==> src/sv/tcw_pkg.sv <==
// Types, codes and constants for the text console writer.
// No dependencies; used by every module of the block by scoped names.
package tcw_pkg;

  // Fixed field widths of the ports
  localparam int CHAR_W = 8;
  localparam int CELL_W = 16;
  localparam int CLR_W  = 4;
  localparam int ADDR_W = 11;

  typedef logic [CELL_W-1:0] cell_t;
  typedef logic [CHAR_W-1:0] char_t;
  typedef logic [CLR_W-1:0]  color_t;
  typedef logic [4:0]        row_out_t;
  typedef logic [6:0]        col_out_t;
  typedef logic [ADDR_W-1:0] lin_out_t;
  typedef logic [1:0]        cfg_idx_t;

  // Operation codes
  localparam logic OP_PUT  = 1'b0;
  localparam logic OP_READ = 1'b1;

  // Control characters
  localparam char_t CH_TAB   = 8'h09;
  localparam char_t CH_NL    = 8'h0A;
  localparam char_t CH_CR    = 8'h0D;
  localparam char_t CH_SPACE = 8'h20;

  // Configuration register indexes
  localparam cfg_idx_t CFG_TEXT_HI  = 2'd0;
  localparam cfg_idx_t CFG_TEXT_LO  = 2'd1;
  localparam cfg_idx_t CFG_BLANK_HI = 2'd2;
  localparam cfg_idx_t CFG_BLANK_LO = 2'd3;

  // Reset colors
  localparam color_t RST_HI = 4'h0;
  localparam color_t RST_LO = 4'h7;

  // Cell written by the clearing pass after reset
  localparam cell_t CLEAR_CELL = {RST_HI, RST_LO, CH_SPACE};

  typedef struct packed {
    color_t text_hi;
    color_t text_lo;
    color_t blank_hi;
    color_t blank_lo;
  } colors_t;

  typedef struct packed {
    cell_t    cell_data;
    row_out_t cursor_row;
    col_out_t cursor_column;
    lin_out_t cursor_linear;
    char_t    echo_char;
    logic     echo_valid;
  } result_t;

  // Sequencer states
  typedef enum logic [4:0] {
    ST_CLEAR  = 5'b00001,
    ST_IDLE   = 5'b00010,
    ST_RDWAIT = 5'b00100,
    ST_SCROLL = 5'b01000,
    ST_DRAIN  = 5'b10000
  } state_t;

  function automatic cell_t pack_cell(char_t ch, color_t hi, color_t lo);
    return {hi, lo, ch};
  endfunction

endpackage

==> src/sv/tcw_seq.sv <==
// Console sequencer: cursor, put/read handling, clearing pass and scroll copy.
// Depends on tcw_pkg; drives the frame buffer ports of tcw_fbuf.
module tcw_seq #(
  parameter int COLS     = 80,
  parameter int ROWS     = 25,
  parameter int TAB_STOP = 4,
  parameter int CELLS    = 2000,
  parameter int AW       = 11
) (
  input  logic                     clk,
  input  logic                     rst_n,
  input  logic                     start,
  output logic                     busy,
  input  logic                     in_opcode,
  input  tcw_pkg::char_t           in_char_code,
  input  logic [tcw_pkg::ADDR_W-1:0] in_cell_address,
  input  tcw_pkg::colors_t         colors,
  output logic                     mem_we,
  output logic [AW-1:0]            mem_waddr,
  output tcw_pkg::cell_t           mem_wdata,
  output logic [AW-1:0]            mem_raddr,
  input  tcw_pkg::cell_t           mem_rdata,
  output logic                     res_valid,
  output tcw_pkg::result_t         res
);

  localparam int CW       = (COLS > 1) ? $clog2(COLS) : 1;
  localparam int RW       = (ROWS > 1) ? $clog2(ROWS) : 1;
  localparam int PW       = (TAB_STOP > 1) ? $clog2(TAB_STOP) : 1;
  localparam int COPY_END = CELLS - COLS;

  tcw_pkg::state_t  state_r, state_nxt;
  logic [AW-1:0]    ptr_r, ptr_nxt;
  logic [RW-1:0]    row_r, row_nxt;
  logic [CW-1:0]    col_r, col_nxt;
  logic [PW-1:0]    ph_r, ph_nxt;
  logic             pend_v_r, pend_v_nxt;
  logic             pend_copy_r, pend_copy_nxt;
  logic [AW-1:0]    pend_addr_r, pend_addr_nxt;
  logic             rd_ok_r, rd_ok_nxt;
  tcw_pkg::char_t   rd_char_r, rd_char_nxt;
  logic             res_valid_r, res_valid_nxt;
  tcw_pkg::result_t res_r, res_nxt;

  logic        accept;
  logic        is_nl, is_cr, is_tab;
  logic        adv;
  logic        scroll;
  logic [31:0] row32, col32, ph32, ptr32;
  logic [31:0] tab_col, prt_col, prt_ph;
  logic [31:0] col_n32, ph_n32, row_n32, row_inc;
  logic [31:0] cur_lin, nxt_lin, rd_addr32, src32;
  tcw_pkg::cell_t blank;

  assign accept    = start && (state_r == tcw_pkg::ST_IDLE);
  assign busy      = (state_r != tcw_pkg::ST_IDLE);
  assign res_valid = res_valid_r;
  assign res       = res_r;

  assign blank = tcw_pkg::pack_cell(tcw_pkg::CH_SPACE, colors.blank_hi, colors.blank_lo);

  // Widen cursor state for arithmetic
  assign row32     = 32'(row_r);
  assign col32     = 32'(col_r);
  assign ph32      = 32'(ph_r);
  assign ptr32     = 32'(ptr_r);
  assign rd_addr32 = 32'(in_cell_address);
  assign src32     = ptr32 + 32'(COLS);
  assign cur_lin   = row32 * 32'(COLS) + col32;

  assign is_nl  = (in_char_code == tcw_pkg::CH_NL);
  assign is_cr  = (in_char_code == tcw_pkg::CH_CR);
  assign is_tab = (in_char_code == tcw_pkg::CH_TAB);

  // Candidate columns; ph_r tracks the column modulo the tab stop
  assign tab_col = col32 + 32'(TAB_STOP) - ph32;
  assign prt_col = col32 + 32'd1;
  assign prt_ph  = (ph32 + 32'd1 == 32'(TAB_STOP)) ? 32'd0 : ph32 + 32'd1;

  // Cursor move of a put
  always_comb begin
    priority if (is_nl) begin
      col_n32 = '0;
      ph_n32  = '0;
      adv     = 1'b1;
    end else if (is_cr) begin
      col_n32 = '0;
      ph_n32  = '0;
      adv     = 1'b0;
    end else if (is_tab) begin
      adv     = (tab_col >= 32'(COLS));
      col_n32 = adv ? 32'd0 : tab_col;
      ph_n32  = '0;
    end else begin
      adv     = (prt_col >= 32'(COLS));
      col_n32 = adv ? 32'd0 : prt_col;
      ph_n32  = adv ? 32'd0 : prt_ph;
    end
  end

  assign row_inc = row32 + 32'd1;
  assign scroll  = adv && (row_inc >= 32'(ROWS));
  assign row_n32 = !adv ? row32 : (scroll ? 32'(ROWS - 1) : row_inc);
  assign nxt_lin = row_n32 * 32'(COLS) + col_n32;

  // Sequencer next state and memory port
  always_comb begin
    state_nxt     = state_r;
    ptr_nxt       = ptr_r;
    row_nxt       = row_r;
    col_nxt       = col_r;
    ph_nxt        = ph_r;
    pend_v_nxt    = 1'b0;
    pend_copy_nxt = pend_copy_r;
    pend_addr_nxt = pend_addr_r;
    rd_ok_nxt     = rd_ok_r;
    rd_char_nxt   = rd_char_r;
    res_valid_nxt = 1'b0;
    res_nxt       = res_r;
    mem_we        = 1'b0;
    mem_waddr     = cur_lin[AW-1:0];
    mem_wdata     = tcw_pkg::pack_cell(in_char_code, colors.text_hi, colors.text_lo);
    mem_raddr     = rd_addr32[AW-1:0];

    unique case (state_r)
      tcw_pkg::ST_CLEAR: begin
        mem_we    = 1'b1;
        mem_waddr = ptr_r;
        mem_wdata = tcw_pkg::CLEAR_CELL;
        if (ptr32 == 32'(CELLS - 1)) begin
          ptr_nxt   = '0;
          state_nxt = tcw_pkg::ST_IDLE;
        end else begin
          ptr_nxt = ptr_r + AW'(1);
        end
      end
      tcw_pkg::ST_IDLE: begin
        if (accept) begin
          if (in_opcode == tcw_pkg::OP_PUT) begin
            // Store printable characters at the cursor, then move it
            mem_we  = !(is_nl || is_cr || is_tab);
            row_nxt = row_n32[RW-1:0];
            col_nxt = col_n32[CW-1:0];
            ph_nxt  = ph_n32[PW-1:0];
            res_valid_nxt         = 1'b1;
            res_nxt.cell_data     = '0;
            res_nxt.cursor_row    = tcw_pkg::row_out_t'(row_n32);
            res_nxt.cursor_column = tcw_pkg::col_out_t'(col_n32);
            res_nxt.cursor_linear = tcw_pkg::lin_out_t'(nxt_lin);
            res_nxt.echo_char     = in_char_code;
            res_nxt.echo_valid    = 1'b1;
            if (scroll) begin
              ptr_nxt   = '0;
              state_nxt = tcw_pkg::ST_SCROLL;
            end
          end else begin
            rd_ok_nxt   = (rd_addr32 < 32'(CELLS));
            rd_char_nxt = in_char_code;
            state_nxt   = tcw_pkg::ST_RDWAIT;
          end
        end
      end
      tcw_pkg::ST_RDWAIT: begin
        res_valid_nxt         = 1'b1;
        res_nxt.cell_data     = rd_ok_r ? mem_rdata : '0;
        res_nxt.cursor_row    = tcw_pkg::row_out_t'(row32);
        res_nxt.cursor_column = tcw_pkg::col_out_t'(col32);
        res_nxt.cursor_linear = tcw_pkg::lin_out_t'(cur_lin);
        res_nxt.echo_char     = rd_char_r;
        res_nxt.echo_valid    = 1'b0;
        state_nxt             = tcw_pkg::ST_IDLE;
      end
      tcw_pkg::ST_SCROLL: begin
        // Read one row ahead of the destination; the write lands next cycle
        mem_raddr     = src32[AW-1:0];
        pend_v_nxt    = 1'b1;
        pend_addr_nxt = ptr_r;
        pend_copy_nxt = (ptr32 < 32'(COPY_END));
        if (ptr32 == 32'(CELLS - 1)) begin
          ptr_nxt   = '0;
          state_nxt = tcw_pkg::ST_DRAIN;
        end else begin
          ptr_nxt = ptr_r + AW'(1);
        end
      end
      tcw_pkg::ST_DRAIN: begin
        state_nxt = tcw_pkg::ST_IDLE;
      end
      default: begin
        state_nxt = tcw_pkg::ST_CLEAR;
        ptr_nxt   = '0;
      end
    endcase

    // Retire the pending scroll write; reads stay a full row ahead of it
    if (pend_v_r) begin
      mem_we    = 1'b1;
      mem_waddr = pend_addr_r;
      mem_wdata = pend_copy_r ? mem_rdata : blank;
    end
  end

  // Control state
  always_ff @(posedge clk) begin
    if (!rst_n) begin
      state_r     <= tcw_pkg::ST_CLEAR;
      ptr_r       <= '0;
      row_r       <= '0;
      col_r       <= '0;
      ph_r        <= '0;
      pend_v_r    <= 1'b0;
      res_valid_r <= 1'b0;
    end else begin
      state_r     <= state_nxt;
      ptr_r       <= ptr_nxt;
      row_r       <= row_nxt;
      col_r       <= col_nxt;
      ph_r        <= ph_nxt;
      pend_v_r    <= pend_v_nxt;
      res_valid_r <= res_valid_nxt;
    end
  end

  // Payload registers
  always_ff @(posedge clk) begin
    pend_copy_r <= pend_copy_nxt;
    pend_addr_r <= pend_addr_nxt;
    rd_ok_r     <= rd_ok_nxt;
    rd_char_r   <= rd_char_nxt;
    res_r       <= res_nxt;
  end

endmodule

==> config.mk <==
export PLATFORM = sky130hd
export DESIGN_NAME = tcw_seq
export DESIGN_NICKNAME = d
export VERILOG_FILES = /design/src/sv/tcw_pkg.sv /design/src/sv/tcw_seq.sv
export SDC_FILE = /design/constraint.sdc
export NUM_CORES = 1
export LEC_CHECK = 0
export BUFFER_PORTS_ARGS = -buffer_cell sky130_fd_sc_hd__buf_2
export CORE_MARGIN = 2
export CORE_UTILIZATION = 25
export DETAILED_ROUTE_END_ITERATION = 8
export PLACE_DENSITY = 0.44
export SETUP_SLACK_MARGIN = 0.5
export SLEW_MARGIN = 25
export SYNTH_ARGS = -nofsm -noshare
export SYNTH_HDL_FRONTEND = slang
export SYNTH_SLANG_ARGS = --single-unit
==> constraint.sdc <==
create_clock -name clk -period 8.7 [get_ports clk]
set_input_delay 0.435 -clock clk [delete_from_list [all_inputs] [get_ports clk]]
set_output_delay 0.435 -clock clk [all_outputs]
set_load 0.02 [all_outputs]
==> metrics.txt <==
M1 wire length approximately 8.7 mm; Final setup viols 0; worst hold path type in2reg; Max Freq between 0.15 and 0.2 GHz; PortBufs 143; metal2 WL roughly 8.8 mm; Num CTS Buffers 9; Setup CP Type reg2reg; Slew Limit Fails 0; Die Area 25700 um^2; CTS Buffer Depth 2; FF+latch count, synth 97; Post-synth EDFFs 65; n_diodes 0; Yosys cell types a little over 60; initial core utilization 25.3%; Top Metal Used met4; crit path max fanout 9; Post-CTS Hold Fix Bufs 0; CP max stage cell dfxtp_1; WL met3 553 um; Rel. slew slack between 30% and 40%; num ports ~140; Layout Utilization 30.7%; Synth area leaders edfxtp_1 32%, dfxtp_1 10%, ha_1 8.4%, nand2_1 6.8%, o21ai_0 4.1%; max_cap viols 0; setup TNS 0 ps; CTS tree done; Post-synth ARST share 0%; proportion of synthesized area in mux cells approximately 3.8%; GPL Wtd Cong 0.873; Critical Path Most Common Cell ha_1; vias in the first global route a little over 5000; final net count 889; pin count of the biggest net entering global routing 41; H-tree levels 3; crit end category flop; antenna violations before repair 0; Psw between 200 and 300 uW; core area 24200 um^2; Synth warnings 0; top_reg_cell synth edfxtp_1; Worst Tran Pin Value 920 ps; status complete, no violations; Synth Area in Compound Gates approximately 16%; top-area cell type share of the netlist area 31.9%; switch share 25.9%; Crit path required time between 8000 and 9000 ps; Final Hold Vio Count 0; Mapped Cells 659; Routed WL per cell 16.4 um; Post-Synth XOR/XNOR Area 4.01%; total power after layout 985 uW; post-layout minimum cycle time 5700 ps; first-pass GRT wire length 28.6 mm; Remaining Overflow, GRT 0; final worst-path setup slack 3000 ps; simple logic cell fraction of the synthesized area 19.4%; post-CTS setup buffer count 0; Tot GR Track Use 14.3%; Die X 160 um; Via-to-Cell Ratio 4.68; share of layout cells above drive strength 1 23.7%; DP HPWL approximately 14 mm; Remaining DRCs 0; Worst setup SP type flop; routed vias 5222; max incr delay on CP 480 ps; Worst-Skew Late Latency 360 ps; RSZ-0062 raised after global routing false; clk root buf clkbuf_16; CTS sink cnt 97; placed insts roughly 1100; Initial DRC Count 341; Power Density 133 nW/um^2; internal power roughly 730 uW; DR pass1 iterations 4; maximum vdd drop 66.6 uV; combinational share of power 9.8%; Area Overhead vs Synth 21.6%; final cell count without fillers 1117; power share of the sequential group 50.6%; Clock Power Share around two fifths; drt total wl about 18 mm; most frequent cell after synthesis nand2_1; critical-path cell list ha_1 -> ha_1 -> fa_1 -> a211oi_1 -> o221ai_1 -> xnor2_1 -> nor3b_2 -> a21oi_4 -> nor2_2 -> mux2_2 -> inv_1 -> ha_1 -> ha_1 -> fa_1 -> ha_1 -> a21o_1 -> a21oi_1 -> xnor2_1 -> a211o_1 -> nand3_1; combinational family with the most area after synthesis simple AND/OR/NAND/NOR gates; clock slew at reported path FFs 70 ps; CTS resizes 0; adder-cell share of the synthesized area 10.0%; pre-CTS WS a little over 3000 ps; antenna viol nets, final 0; die height 160 um; Worst Clk Skew 9.57 ps; Layout fillers 2561; Pleak 0.00317 uW; post-synthesis cell area 6110 um^2; Synth area leader edfxtp_1; CP arrival 5800 ps; Post-synth top cells 110 x nand2_1, 65 x edfxtp_1, 50 x o21ai_0; part of the Yosys area used for sequential elements 42.4%; period utilization 65.5%; row cnt 57; Post-Syn Area per Cell just over 9 um^2
-- worst paths after layout --
path                                             from                     end  slack [ps]  cells past startpoint
worst min-delay path                  in_char_code[6]  rd_char_r[6]$_DFFE_PP_         310                      1
worst max-delay path            col_r[1]$_SDFFE_PN0P_       res[19]$_DFFE_PP_        3000                     20
worst min register to register   ph_r[1]$_SDFFE_PN0P_    ph_r[1]$_SDFFE_PN0P_         480                      2
worst max register to register  col_r[1]$_SDFFE_PN0P_       res[19]$_DFFE_PP_        3000                     20
-- layout make-up --
type,instances,area [um^2],area share (%)
Clock buffer,10,239,3.22
Multi-Input combinational cell,494,3250,43.7
Clock inverter,6,41.3,0.556
Timing Repair Buffer,150,768,10.3
Tap cell,324,405,5.46
Inverter,36,135,1.82
Sequential cell,97,2590,34.9
-- metal layers --
metal  vias to the layer above  global-route usage (%)
li1                       2622                       -
met1                      2487                    19.0
met2                        92                    23.5
met3                        21                    1.78
met4                         0                    5.69
met5                         -                       0
-- cells by family (layout without fill, tap and decap cells) --
family,count (synthesis),count (layout)
AOI/OAI and AO/OA,153,153
xor gates and xnor gates,28,28
adders and majority gates,46,46
buffers and inverters,71,202
DFF,97,97
muxes,22,22
other,1,4
and+or+nand+nor,241,241
-- critical path: cells and delay by family (launching register included) --
family	cells	cell delay [ps]
AO/OA/AOI/OAI	6	1160
XOR/XNOR	2	400
adder cells (fa/ha/maj)	7	2180
buffers and inverters	1	100
flip-flops	1	480
multiplexers	1	430
AND/OR/NAND/NOR	3	690
-- per-stage QoR --
step / instance area [um^2] / hold WS, ps
after detailed placement: 7150 / 475
final: 7430 / 312
after global placement: 7150 / 467
after global routing: 7430 / 311
after floorplan: 6120 / 406
after CTS: 7430 / 295
-- power groups by stage --
stage / Combinational, uW / Clock, uW / Sequential (uW)
after floorplan: 54.8 / 0 / 505
after detailed placement: 98.1 / 0 / 509
after global routing: 106 / 418 / 498
after global placement: 98.5 / 0 / 509
after CTS: 98.3 / 406 / 498
final: 96.6 / 390 / 498
-- layout by cell type, fill, tap and decap left out, types with 20 or more instances in the layout --
cell	netlist	layout
dfxtp_1	32	32
edfxtp_1	65	65
o21ai_0	50	50
inv_1	34	34
a21oi_1	43	43
and3_1	24	24
ha_1	41	41
buf_2	4	143
nand2_1	110	109
nor2_1	29	29
nand3_1	20	20
-- registers in the layout, summed over array words and instances, names as in the netlist --
name / cells
pend_copy_r: 1
pend_v_r: 1
ph_r: 2
ptr_r: 11
res: 44
pend_addr_r: 11
rd_char_r: 8
res_valid: 1
state_r: 5
rd_ok_r: 1
col_r: 7
row_r: 5
Note: power is estimated with default switching activity, not from simulation.
